===== src/tmes_pkg.sv =====
// Package for the tilemap edge stream addresser: constants and codes.
`timescale 1ns / 1ps
package tmes_pkg;
  localparam int unsigned MaxTileDeltaDefault = 1;
  localparam logic [15:0] PlaneOneBase = 16'h9000;
  localparam logic [15:0] PlaneTwoBase = 16'h9800;
  localparam int unsigned ColRows = 21;
  localparam int unsigned RowColsAfter = 20;
  localparam int unsigned MapSizeW = 11;

  typedef enum logic [1:0] {
    OP_UPDATE = 2'd0,
    OP_SEED   = 2'd1,
    OP_SINGLE = 2'd2,
    OP_NONE   = 2'd3
  } op_t;

  typedef enum logic [2:0] {
    REG_MAP_WIDTH  = 3'd0,
    REG_MAP_HEIGHT = 3'd1,
    REG_LOOP_H     = 3'd2,
    REG_LOOP_V     = 3'd3,
    REG_PLANE      = 3'd4
  } reg_index_t;
endpackage


===== src/tilemap_edge_stream_addresser.sv =====
// Top level of the tilemap edge stream addresser.
// Usage:
//   s_axis_* takes one transaction per item. tuser carries op. tdata packs
//   camera_x_px, camera_y_px, tile_x, tile_y. m_axis_* gives one transaction
//   per tile write. tdata packs vram_address and map_index, tuser carries
//   empty_tile, and tlast marks the last write of an item's run. cfg_*
//   writes one register per transaction.
//   A seed, or an unused op, leaves the block ready again in the next cycle.
//   A single tile write keeps the block busy through S_TILE, S_RX, S_RY,
//   S_MUL and S_OUT. A camera update handles the deltas in S_DELTA and
//   S_CLAMP, then takes each tile through those states. Each looping
//   coordinate also goes through a restoring divider, which reduces it
//   one quotient bit a cycle (17 steps and a finishing step). The map
//   index comes from one shared 11x11 multiply. An update has at most
//   43 * MAX_TILE_DELTA tiles. s_axis_tready is low while an item is
//   worked on. When the receiver stalls, the write waits in the output
//   register, and the next tile does not start until that write is taken.
//   Reset clears the camera tile state, the registers, the state and out_v.
//   The block accepts items in the cycle after reset is released.
`timescale 1ns / 1ps
module tilemap_edge_stream_addresser
  import tmes_pkg::*;
#(
  parameter int unsigned MAX_TILE_DELTA = MaxTileDeltaDefault
) (
  input  logic        clk,
  input  logic        rst,
  input  logic        s_axis_tvalid,
  output logic        s_axis_tready,
  // camera_x_px[15:0], camera_y_px[31:16], tile_x[47:32], tile_y[63:48]
  input  logic [63:0] s_axis_tdata,
  // op[1:0]
  input  logic [1:0]  s_axis_tuser,
  output logic        m_axis_tvalid,
  input  logic        m_axis_tready,
  // vram_address[15:0], map_index[31:16]
  output logic [31:0] m_axis_tdata,
  // empty_tile[0]
  output logic        m_axis_tuser,
  output logic        m_axis_tlast,
  input  logic        cfg_valid,
  output logic        cfg_ready,
  input  logic [2:0]  cfg_index,
  input  logic [10:0] cfg_data
);
  localparam int unsigned DW = $clog2(MAX_TILE_DELTA + 1);

  typedef enum logic [3:0] {
    S_IDLE, S_DELTA, S_CLAMP, S_TILE, S_RX, S_DIVX, S_RY, S_DIVY, S_MUL, S_OUT
  } state_t;

  state_t state;
  logic [10:0] map_width, map_height;
  logic loop_h, loop_v, plane_sel;
  logic signed [12:0] prev_tx, prev_ty;
  logic signed [12:0] cur_tx, cur_ty;
  logic signed [14:0] dx, dy;
  logic wrap;
  // run counters: column phase first, then row phase
  logic phase_row;
  logic [DW-1:0] line_cnt, lines_x, lines_y;
  logic [4:0] k_cnt;
  logic signed [16:0] wx, wy;
  // first row of the row phase, taken from the camera tile before the update
  logic signed [16:0] wy_row;
  logic [10:0] rx, ry;
  logic okx, oky;
  // shared restoring divider
  logic [16:0] div_num;
  logic [11:0] div_rem;
  logic [4:0] div_cnt;
  logic div_neg;
  logic [15:0] vram_q, idx_q;
  logic empty_q, last_q, out_v;

  assign cfg_ready = 1'b1;
  assign s_axis_tready = (state == S_IDLE);
  assign m_axis_tvalid = out_v;
  assign m_axis_tdata = {idx_q, vram_q};
  assign m_axis_tuser = empty_q;
  assign m_axis_tlast = last_q;

  // abs value of a 17-bit coordinate and remainder step
  logic [16:0] abs_c;
  logic [11:0] trial;
  logic [10:0] div_m;
  logic [10:0] fix_rem;
  always_comb begin
    abs_c = (state == S_RX) ? (wx[16] ? 17'(-wx) : 17'(wx))
                            : (wy[16] ? 17'(-wy) : 17'(wy));
    div_m = (state == S_DIVX) ? map_width : map_height;
    trial = {div_rem[10:0], div_num[16]} - {1'b0, div_m};
    fix_rem = (div_neg && div_rem[10:0] != 11'd0) ? div_m - div_rem[10:0]
                                                 : div_rem[10:0];
  end

  // axis bounds check for a non-wrapping coordinate
  function automatic logic in_map(logic signed [16:0] c, logic [10:0] m);
    in_map = !c[16] && (c[15:0] < {5'd0, m});
  endfunction

  logic signed [15:0] dlim;
  assign dlim = 16'(MAX_TILE_DELTA);

  // raw tile deltas and the half and full map sizes for the seam test
  logic signed [14:0] raw_dx, raw_dy, half_w, half_h, size_w, size_h;
  assign raw_dx = 15'(cur_tx) - 15'(prev_tx);
  assign raw_dy = 15'(cur_ty) - 15'(prev_ty);
  assign half_w = $signed({5'd0, map_width[10:1]});
  assign half_h = $signed({5'd0, map_height[10:1]});
  assign size_w = $signed({4'd0, map_width});
  assign size_h = $signed({4'd0, map_height});

  logic run_end_col, run_end_row;
  assign run_end_col = (k_cnt == 5'(ColRows - 1)) && (line_cnt == lines_x - DW'(1));
  assign run_end_row = (k_cnt == 5'(RowColsAfter + 1)) && (line_cnt == lines_y - DW'(1));

  logic signed [16:0] sx, sy;
  assign sx = 17'(signed'(s_axis_tdata[47:32]));
  assign sy = 17'(signed'(s_axis_tdata[63:48]));

  always_ff @(posedge clk) begin
    if (rst) begin
      state <= S_IDLE;
      map_width <= '0; map_height <= '0;
      loop_h <= 1'b0; loop_v <= 1'b0; plane_sel <= 1'b0;
      prev_tx <= '0; prev_ty <= '0;
      out_v <= 1'b0;
    end else begin
      if (cfg_valid) begin
        unique case (cfg_index)
          REG_MAP_WIDTH:  map_width <= cfg_data;
          REG_MAP_HEIGHT: map_height <= cfg_data;
          REG_LOOP_H:     loop_h <= cfg_data[0];
          REG_LOOP_V:     loop_v <= cfg_data[0];
          REG_PLANE:      plane_sel <= cfg_data[0];
          default: ;
        endcase
      end
      // output register: loaded in S_OUT, cleared when taken
      if (state == S_OUT && (!out_v || m_axis_tready)) out_v <= 1'b1;
      else if (out_v && m_axis_tready) out_v <= 1'b0;
      unique case (state)
        S_IDLE: if (s_axis_tvalid) begin
          cur_tx <= 13'(signed'(s_axis_tdata[15:0]) >>> 3);
          cur_ty <= 13'(signed'(s_axis_tdata[31:16]) >>> 3);
          unique case (op_t'(s_axis_tuser))
            OP_SEED: begin
              prev_tx <= 13'(signed'(s_axis_tdata[15:0]) >>> 3);
              prev_ty <= 13'(signed'(s_axis_tdata[31:16]) >>> 3);
            end
            OP_SINGLE: begin
              wx <= sx; wy <= sy; wrap <= 1'b0;
              state <= S_TILE;
            end
            OP_UPDATE: state <= S_DELTA;
            default: ;
          endcase
        end
        S_DELTA: begin
          // raw delta with one shortest-path correction
          if (loop_h && map_width != 0 && raw_dx > half_w) dx <= raw_dx - size_w;
          else if (loop_h && map_width != 0 && raw_dx < -half_w) dx <= raw_dx + size_w;
          else dx <= raw_dx;
          if (loop_v && map_height != 0 && raw_dy > half_h) dy <= raw_dy - size_h;
          else if (loop_v && map_height != 0 && raw_dy < -half_h) dy <= raw_dy + size_h;
          else dy <= raw_dy;
          state <= S_CLAMP;
        end
        S_CLAMP: begin
          lines_x <= (dx > 15'(dlim) || dx < -15'(dlim)) ? DW'(MAX_TILE_DELTA)
                     : DW'(dx[14] ? -dx : dx);
          lines_y <= (dy > 15'(dlim) || dy < -15'(dlim)) ? DW'(MAX_TILE_DELTA)
                     : DW'(dy[14] ? -dy : dy);
          prev_tx <= cur_tx; prev_ty <= cur_ty;
          line_cnt <= '0; k_cnt <= '0; wrap <= 1'b1;
          wy_row <= dy[14] ? 17'(prev_ty) - 17'sd2 : 17'(prev_ty) + 17'sd20;
          phase_row <= (dx == 0);
          if (dx == 0) begin
            wx <= 17'(cur_tx) - 17'sd1;
            wy <= dy[14] ? 17'(prev_ty) - 17'sd2 : 17'(prev_ty) + 17'sd20;
          end else begin
            wx <= dx[14] ? 17'(prev_tx) - 17'sd2 : 17'(prev_tx) + 17'sd21;
            wy <= 17'(cur_ty) - 17'sd1;
          end
          state <= (dx == 0 && dy == 0) ? S_IDLE : S_TILE;
        end
        // start a tile only once the output register is free
        S_TILE: if (!out_v || m_axis_tready) begin
          last_q <= wrap ? (phase_row ? run_end_row : (run_end_col && dy == 0)) : 1'b1;
          state <= S_RX;
        end
        S_RX: begin
          if (wrap && loop_h && map_width != 0) begin
            div_num <= abs_c; div_neg <= wx[16]; div_rem <= '0; div_cnt <= '0;
            okx <= 1'b1; state <= S_DIVX;
          end else begin
            okx <= in_map(wx, map_width); rx <= wx[10:0]; state <= S_RY;
          end
        end
        S_DIVX: begin
          div_num <= div_num << 1;
          div_rem <= trial[11] ? {div_rem[10:0], div_num[16]} : trial;
          div_cnt <= div_cnt + 5'd1;
          if (div_cnt == 5'd17) begin
            rx <= fix_rem; state <= S_RY;
          end
        end
        S_RY: begin
          if (wrap && loop_v && map_height != 0) begin
            div_num <= abs_c; div_neg <= wy[16]; div_rem <= '0; div_cnt <= '0;
            oky <= 1'b1; state <= S_DIVY;
          end else begin
            oky <= in_map(wy, map_height); ry <= wy[10:0]; state <= S_MUL;
          end
        end
        S_DIVY: begin
          div_num <= div_num << 1;
          div_rem <= trial[11] ? {div_rem[10:0], div_num[16]} : trial;
          div_cnt <= div_cnt + 5'd1;
          if (div_cnt == 5'd17) begin
            ry <= fix_rem; state <= S_MUL;
          end
        end
        S_MUL: begin
          idx_q <= (okx && oky) ? 16'(22'(ry) * 22'(map_width) + 22'(rx)) : '0;
          empty_q <= !(okx && oky);
          vram_q <= (plane_sel ? PlaneOneBase : PlaneTwoBase)
                    + {5'd0, wy[4:0], wx[4:0], 1'b0};
          state <= S_OUT;
        end
        S_OUT: if (!out_v || m_axis_tready) begin
          if (!wrap || last_q) state <= S_IDLE;
          else begin
            state <= S_TILE;
            if (!phase_row) begin
              if (k_cnt == 5'(ColRows - 1)) begin
                k_cnt <= '0;
                if (line_cnt == lines_x - DW'(1)) begin
                  phase_row <= 1'b1; line_cnt <= '0;
                  wx <= 17'(cur_tx) - 17'sd1;
                  wy <= wy_row;
                end else begin
                  line_cnt <= line_cnt + DW'(1);
                  wx <= dx[14] ? wx - 17'sd1 : wx + 17'sd1;
                  wy <= 17'(cur_ty) - 17'sd1;
                end
              end else begin
                k_cnt <= k_cnt + 5'd1; wy <= wy + 17'sd1;
              end
            end else begin
              if (k_cnt == 5'(RowColsAfter + 1)) begin
                k_cnt <= '0; line_cnt <= line_cnt + DW'(1);
                wx <= 17'(cur_tx) - 17'sd1;
                wy <= dy[14] ? wy - 17'sd1 : wy + 17'sd1;
              end else begin
                k_cnt <= k_cnt + 5'd1; wx <= wx + 17'sd1;
              end
            end
          end
        end
        default: state <= S_IDLE;
      endcase
    end
  end

  // an empty write always carries a zero index
  a_empty_zero: assert property (@(posedge clk) disable iff (rst)
    (m_axis_tvalid && m_axis_tuser) |-> (m_axis_tdata[31:16] == 16'd0))
    else $error("empty write with nonzero index");
  // no new item is taken while a run is in progress
  a_busy: assert property (@(posedge clk) disable iff (rst)
    (state != S_IDLE) |-> !s_axis_tready)
    else $error("ready while busy");
  // a pending write holds while the receiver stalls
  a_hold: assert property (@(posedge clk) disable iff (rst)
    (m_axis_tvalid && !m_axis_tready) |=> (m_axis_tvalid && $stable(m_axis_tdata)
      && $stable(m_axis_tuser) && $stable(m_axis_tlast)))
    else $error("stalled write changed");
endmodule


===== config.mk =====
export PLATFORM = sky130hd
export DESIGN_NAME = tilemap_edge_stream_addresser
export DESIGN_NICKNAME = d
export VERILOG_FILES = /design/src/tmes_pkg.sv /design/src/tilemap_edge_stream_addresser.sv
export SDC_FILE = /design/constraint.sdc
export NUM_CORES = 1
export LEC_CHECK = 0
export BUFFER_PORTS_ARGS = -buffer_cell sky130_fd_sc_hd__buf_2
export CAP_MARGIN = 20
export CELL_PAD_IN_SITES_DETAIL_PLACEMENT = 2
export CELL_PAD_IN_SITES_GLOBAL_PLACEMENT = 2
export CORE_UTILIZATION = 39
export CTS_BUF_LIST = sky130_fd_sc_hd__clkbuf_4 sky130_fd_sc_hd__clkbuf_8 sky130_fd_sc_hd__clkbuf_16
export CTS_CLUSTER_SIZE = 20
export DETAILED_ROUTE_END_ITERATION = 10
export GPL_TIMING_DRIVEN = 0
export HOLD_SLACK_MARGIN = 0.06
export PLACE_DENSITY = 0.78
export SLEW_MARGIN = 30
export SYNTH_ARGS = -nofsm -noshare
export SYNTH_HDL_FRONTEND = slang
export SYNTH_SLANG_ARGS = --single-unit

===== constraint.sdc =====
create_clock -name clk -period 9.3 [get_ports clk]
set_clock_uncertainty 0.15 [all_clocks]
set_input_delay 1.86 -clock clk [delete_from_list [all_inputs] [get_ports clk]]
set_output_delay 1.86 -clock clk [all_outputs]
set_load 0.01 [all_outputs]

# Yosys cells after proc, flatten, opt, wreduce, memory -nomap -nowiden
# Index checks and enable logic that the tools add are counted.
# word_totals
register_bits	265
latchBits	0
ramBits	0
mem_bits_ro	0
out_inout_bits	37
elab_cells	277
mem_count	0
# op_classes
n_addsub	31
n_mul	1
div	0
magnitude_cmp	10
n_eq_ne	35
n_shift	0
muxes	96
n_bitwise	1
reduce_logical	69
# ops
operator	n
$mux W17	27
$pmux W17 S3	3
$mux W11	8
$logic_not A32 Y1	2
$mux W15	4
$mux W13	4
$pmux W13 S2	2
$pmux W11 S2	2
$pmux W4 S10	1
$mux W5	7
$add A17 B2 Y17 const B	2
$neg A17 Y17	2
$sub A17 B2 Y17 const B	2
$pmux W11 S3	1
$reduce_bool A11 Y1	3
$add A16 B11 Y16	2
$lt A16 B11 Y1	2
$add A14 B12 Y15	2
$gt A15 B2 Y1 const B	2
$lt A14 B15 Y1	2
$lt A15 B1 Y1 const B	2
$neg A10 Y15	2
$sub A14 B12 Y15	2
$add A13 B6 Y14 const B	2
other kinds (49)	155

# Depth between registers and ports, before layout
# depth
word_depth	8
mapped_depth	22
mapped_depth_nobuf	21

# Worst setup path before layout
# No wires, ideal clock.
# synth_path
path_kind	input -> register
from	in rst
to	reg div_cnt[0] (enable)
arrival_time_ns	7.395
required_ns	8.548
slack_ns	1.153
stages	3
n_path_buf	2
path_cell_list	clkbuf_1 -> clkbuf_1 -> a2111oi_0
# synth_via
elab_chain_cells	2
# synth_lines
element	line_no	text
start: declaration	tilemap_edge_stream_addresser.sv:27	input logic rst,
$not A1 Y1 (no source line)	-	
$reduce_and A4 Y1 (no source line)	-	
end signal: assignment	tilemap_edge_stream_addresser.sv:204	div_cnt <= div_cnt + 5'd1;
end signal: assignment	tilemap_edge_stream_addresser.sv:220	div_cnt <= div_cnt + 5'd1;
end: declaration	tilemap_edge_stream_addresser.sv:71	logic [4:0] div_cnt;
# Every way passes these cells.
# A chain may end at the register's enable or synchronous reset.

# Final worst setup path
# layout_path
from	reg prev_ty[4]
to	reg dy[8] (data pin)
# layout_via
elab_chain_cells	5
# layout_lines
element	line_no	text
start: declaration	tilemap_edge_stream_addresser.sv:55	logic signed [12:0] prev_tx, prev_ty;
start signal: assignment	tilemap_edge_stream_addresser.sv:150	prev_ty <= 13'(signed'(s_axis_tdata[31:16]) >>> 3);
start signal: assignment	tilemap_edge_stream_addresser.sv:175	prev_tx <= cur_tx; prev_ty <= cur_ty;
$sub A13 B13 Y14 *	tilemap_edge_stream_addresser.sv:108	assign raw_dy = 15'(cur_ty) - 15'(prev_ty);
$lt A14 B15 Y1	tilemap_edge_stream_addresser.sv:166	else if (loop_v && map_height != 0 && raw_dy < -half_h) dy <= raw_dy + size_h;
$logic_and A1 B1 Y1	tilemap_edge_stream_addresser.sv:166	
$mux W15	tilemap_edge_stream_addresser.sv:166	
$mux W15 *	tilemap_edge_stream_addresser.sv:165	if (loop_v && map_height != 0 && raw_dy > half_h) dy <= raw_dy - size_h;
end signal: assignment	tilemap_edge_stream_addresser.sv:165	
end signal: assignment	tilemap_edge_stream_addresser.sv:166	
end signal: assignment	tilemap_edge_stream_addresser.sv:167	else dy <= raw_dy;
end: declaration	tilemap_edge_stream_addresser.sv:57	logic signed [14:0] dx, dy;
# Mark *: on every way between the ends. The rest lies on a longest branch, timed or not.

==> reports/summary.md <==
The growth of design area from synthesis to finish is 12.6%, and the count of non-filler cells in the finished layout is 3914. The number of buffers between clock root and the deepest sink is 3, and the post-cts repair resize count is 0. The setup slack of the critical path after layout came out at 2810 ps. The endpoint of the worst register-to-register path is dy[8]. The most instantiated flip-flop cell in the synthesis netlist was sky130_fd_sc_hd__edfxtp_1. The detail route stage leaves a number of antenna-violating nets equal to 0.

For this run, design rule violations remaining after detail routing come to 0. The count of nets after finishing was 3438; the global-route wire length before repair was 154000 um. For this design the ratio of total power to cell area is 248 nW/um^2. Once detailed placement completed, the half-perimeter wirelength came to 81400 um. Yosys printed 0 warnings. IR analysis of the VDD net gives a maximum drop of 167 uV. The remaining global-route overflow came out at 0.

The logs give 257 for the clock sink count and 0.445 for the final cell utilization of the core. Path type of the worst min-delay path: reg -> reg. The flow ran to the end, and the final reports show no timing, DRC or antenna violations. For this run, the top clock speed supported by timing is 154 MHz.

The tools report the initial antenna violation count as 0. For the number of detailed-route iterations in the first pass, the log shows 6. The worst register-to-register path has a depth of 19.

By startpoint and endpoint, the worst setup path is classified as reg -> reg. The tools report the max-slew violation total from the final report as 0. For this design the static power due to leakage is 10.8 nW.

The congestion estimate from routability-driven global placement came to 0.908. The count of final hold-check violations was 0. Register-to-register setup slack: 2810 ps. After synthesis the cells add up to 24500 um^2. The width of the chip is 252 um, and the final setup TNS is 0 ps. For the post-synthesis sequential area ratio, the log shows 0.293. Number of global-route vias before repair: 25300. In the layout the commonest cells are sky130_fd_sc_hd__nand2_1, sky130_fd_sc_hd__nor2_1, sky130_fd_sc_hd__inv_1, sky130_fd_sc_hd__ha_1, sky130_fd_sc_hd__edfxtp_1. In this run the worst setup path begins at prev_ty[4].

The worst-case setup slack after placement is 2990 ps, and the I/O pin total is 122. Clock tree synthesis selected as its root buffer the cell sky130_fd_sc_hd__clkbuf_16. After floorplanning, the core was divided into 91 placement rows. Setup repair after global routing left no endpoint under its margin.

The startpoint identified for the worst hold timing path is plane_sel. The worst hold path depth came out at 1. The run gives 3850 as the number of cells after detailed placement. For the synthesized instance count, the log shows 2873. For hold timing, the worst endpoint is vram_q[11]. The tools report the number of DRC violations after detailed-routing iteration 0 as 1340. The starting density of the core was 0.395; the number of flops mapped to enable cells by yosys was 201. Routed wire length per instance: 25.8 um.

For the required time at the worst-slack endpoint, the log shows 9460 ps. The final cycle utilization of the critical path was 0.698; the time the final worst path needs with I/O delays and setup was 6490 ps. Post-CTS timing repair inserted 0 buffers for setup. STA puts the critical path data arrival time at 6650 ps. The number of hold buffers added after CTS was 0.

During placement, the flow inserted port buffers numbering 108. The share of synthesized flip-flops with an asynchronous set or reset is 0. TritonCTS built the clock tree. For the cell area after placement, the log shows 26300 um^2. The run gives 0 as the number of max-cap violations.

For the all-layer global routing usage, the log shows 0.316. The startpoint type of the worst setup path was a register. The number of diodes is 0. The ratio of cells with drive above 1 in the final layout is 0.0890, and the total number of vias is 23000. Of all nets on the critical path, the largest fanout is 10.

Clock-pin slew was measured on the worst setup and hold paths at 60 ps. TritonCTS created 35 clock buffers. The filler cells instantiated in the layout total 6987.

The start of the worst register-to-register path was prev_ty[4]. For the normalized max-slew margin, the log shows 0.357. Across all hold checks on the routed design, the worst slack comes to 305 ps.

After synthesis the netlist holds a flip-flop and latch count of 257. The final setup violation count is 0, and the vias per cell is 5.87. The tools report the area enclosed by the die boundary as 63700 um^2. The die height came out at 252 um. The total wire length is 101000 um, and the post-layout total power is 6.82 mW. The final cell area excluding filler cells is 27500 um^2. Entering global routing, the biggest net connects 22 pins. The logs give 98 for the count of different cell masters after synthesis and 580 ps for the clock insertion delay at the later pin of the skew report. At the pin with the least slew margin, the transition time is 956 ps. The library cell used most frequently in the layout, excluding fill and tap cells, is sky130_fd_sc_hd__nand2_1. The floorplan step defined a core boundary enclosing 61800 um^2. The post-synthesis area per instance is 8.51 um^2, and the H-tree depth is 2. STA classifies the critical path endpoint as a register.
-- flip-flops by register name, summed over array words and instances, names as in the netlist, 14 cells and up --
| signal | count |
|---|---|
| dy | 15 |
| div_num | 17 |
| dx | 15 |
| wx | 17 |
| wy_row | 14 |
| idx_q | 16 |
| wy | 17 |
-- area by class of cell --
class	instances	area, um^2	share of cell area
repair buffers	136	716	0.0260
well taps	837	1050	0.0380
plain buffers	148	626	0.0227
clock inverters	18	210	0.00763
clock buffers	46	1010	0.0365
flip-flops and latches	257	7160	0.260
inverters	253	950	0.0345
multi-input cells	2219	15800	0.575
-- per-layer routing --
layer,GRT usage,part of all wire
met3,0.0311,0.038
met4,0.124,0.039
met2,0.572,0.50
met5,0,0
met1,0.383,0.42
-- worst max-delay path: stages, from the launching register on --
cell                        delay, ps
sky130_fd_sc_hd__dfxtp_1          300
sky130_fd_sc_hd__clkbuf_1         330
sky130_fd_sc_hd__inv_1            160
sky130_fd_sc_hd__ha_1             430
sky130_fd_sc_hd__nor2_1            60
sky130_fd_sc_hd__o21ai_0          190
sky130_fd_sc_hd__o21ai_1          150
sky130_fd_sc_hd__o31a_1           360
sky130_fd_sc_hd__o31ai_1          620
sky130_fd_sc_hd__inv_1            300
sky130_fd_sc_hd__ha_1             400
sky130_fd_sc_hd__a221oi_1         380
sky130_fd_sc_hd__nand2_1          110
sky130_fd_sc_hd__a2111oi_0        370
sky130_fd_sc_hd__o21ai_0          220
sky130_fd_sc_hd__a31oi_1          270
sky130_fd_sc_hd__clkbuf_1         460
sky130_fd_sc_hd__o21ai_1          410
sky130_fd_sc_hd__o221a_2          350
sky130_fd_sc_hd__o22a_1           200
-- Yosys cell counts, types with 28 or more instances --
cell	number	share of area
sky130_fd_sc_hd__a21o_1	31	0.0095
sky130_fd_sc_hd__a21oi_1	170	0.035
sky130_fd_sc_hd__and2_1	50	0.013
sky130_fd_sc_hd__clkbuf_1	122	0.019
sky130_fd_sc_hd__dfxtp_1	56	0.046
sky130_fd_sc_hd__edfxtp_1	201	0.25
sky130_fd_sc_hd__fa_1	86	0.070
sky130_fd_sc_hd__ha_1	217	0.11
sky130_fd_sc_hd__inv_1	250	0.038
sky130_fd_sc_hd__mux2i_1	40	0.016
sky130_fd_sc_hd__nand2_1	357	0.055
sky130_fd_sc_hd__nand2b_1	34	0.0087
sky130_fd_sc_hd__nand3_1	54	0.011
sky130_fd_sc_hd__nor2_1	257	0.039
sky130_fd_sc_hd__nor2b_1	29	0.0074
sky130_fd_sc_hd__nor3_1	67	0.014
sky130_fd_sc_hd__nor4_1	28	0.0072
sky130_fd_sc_hd__o21ai_0	170	0.035
sky130_fd_sc_hd__xnor2_1	133	0.048
sky130_fd_sc_hd__xor2_1	72	0.026
-- power breakdown --
part,total (mW),internal (mW),switching (mW)
combinational,3.69,1.32,2.38
clock,1.47,0.861,0.606
sequential,1.66,1.49,0.177
-- logic make-up (layout without fill, tap and decap cells) --
group | count (synthesis) | count (layout) | share of synthesized area
mux | 46 | 46 | 0.0191
simple gates | 994 | 994 | 0.190
buf+inv | 401 | 601 | 0.0644
other cells | 2 | 6 | 0.000307
xor+xnor | 205 | 205 | 0.0734
fa+ha+maj | 303 | 303 | 0.181
flops | 257 | 257 | 0.293
compound gates | 665 | 665 | 0.178
-- worst max path at each step --
stage	end	slack [ps]	depth (start not counted)
floorplan	div_cnt[0]	1150	3
global placement	div_rem[3]	-2440	7
detailed placement	dy[8]	2990	19
CTS	idx_q[15]	2880	21
global route	dy[8]	2410	19
finish	dy[8]	2810	19
(Power assumes the default switching activity.)
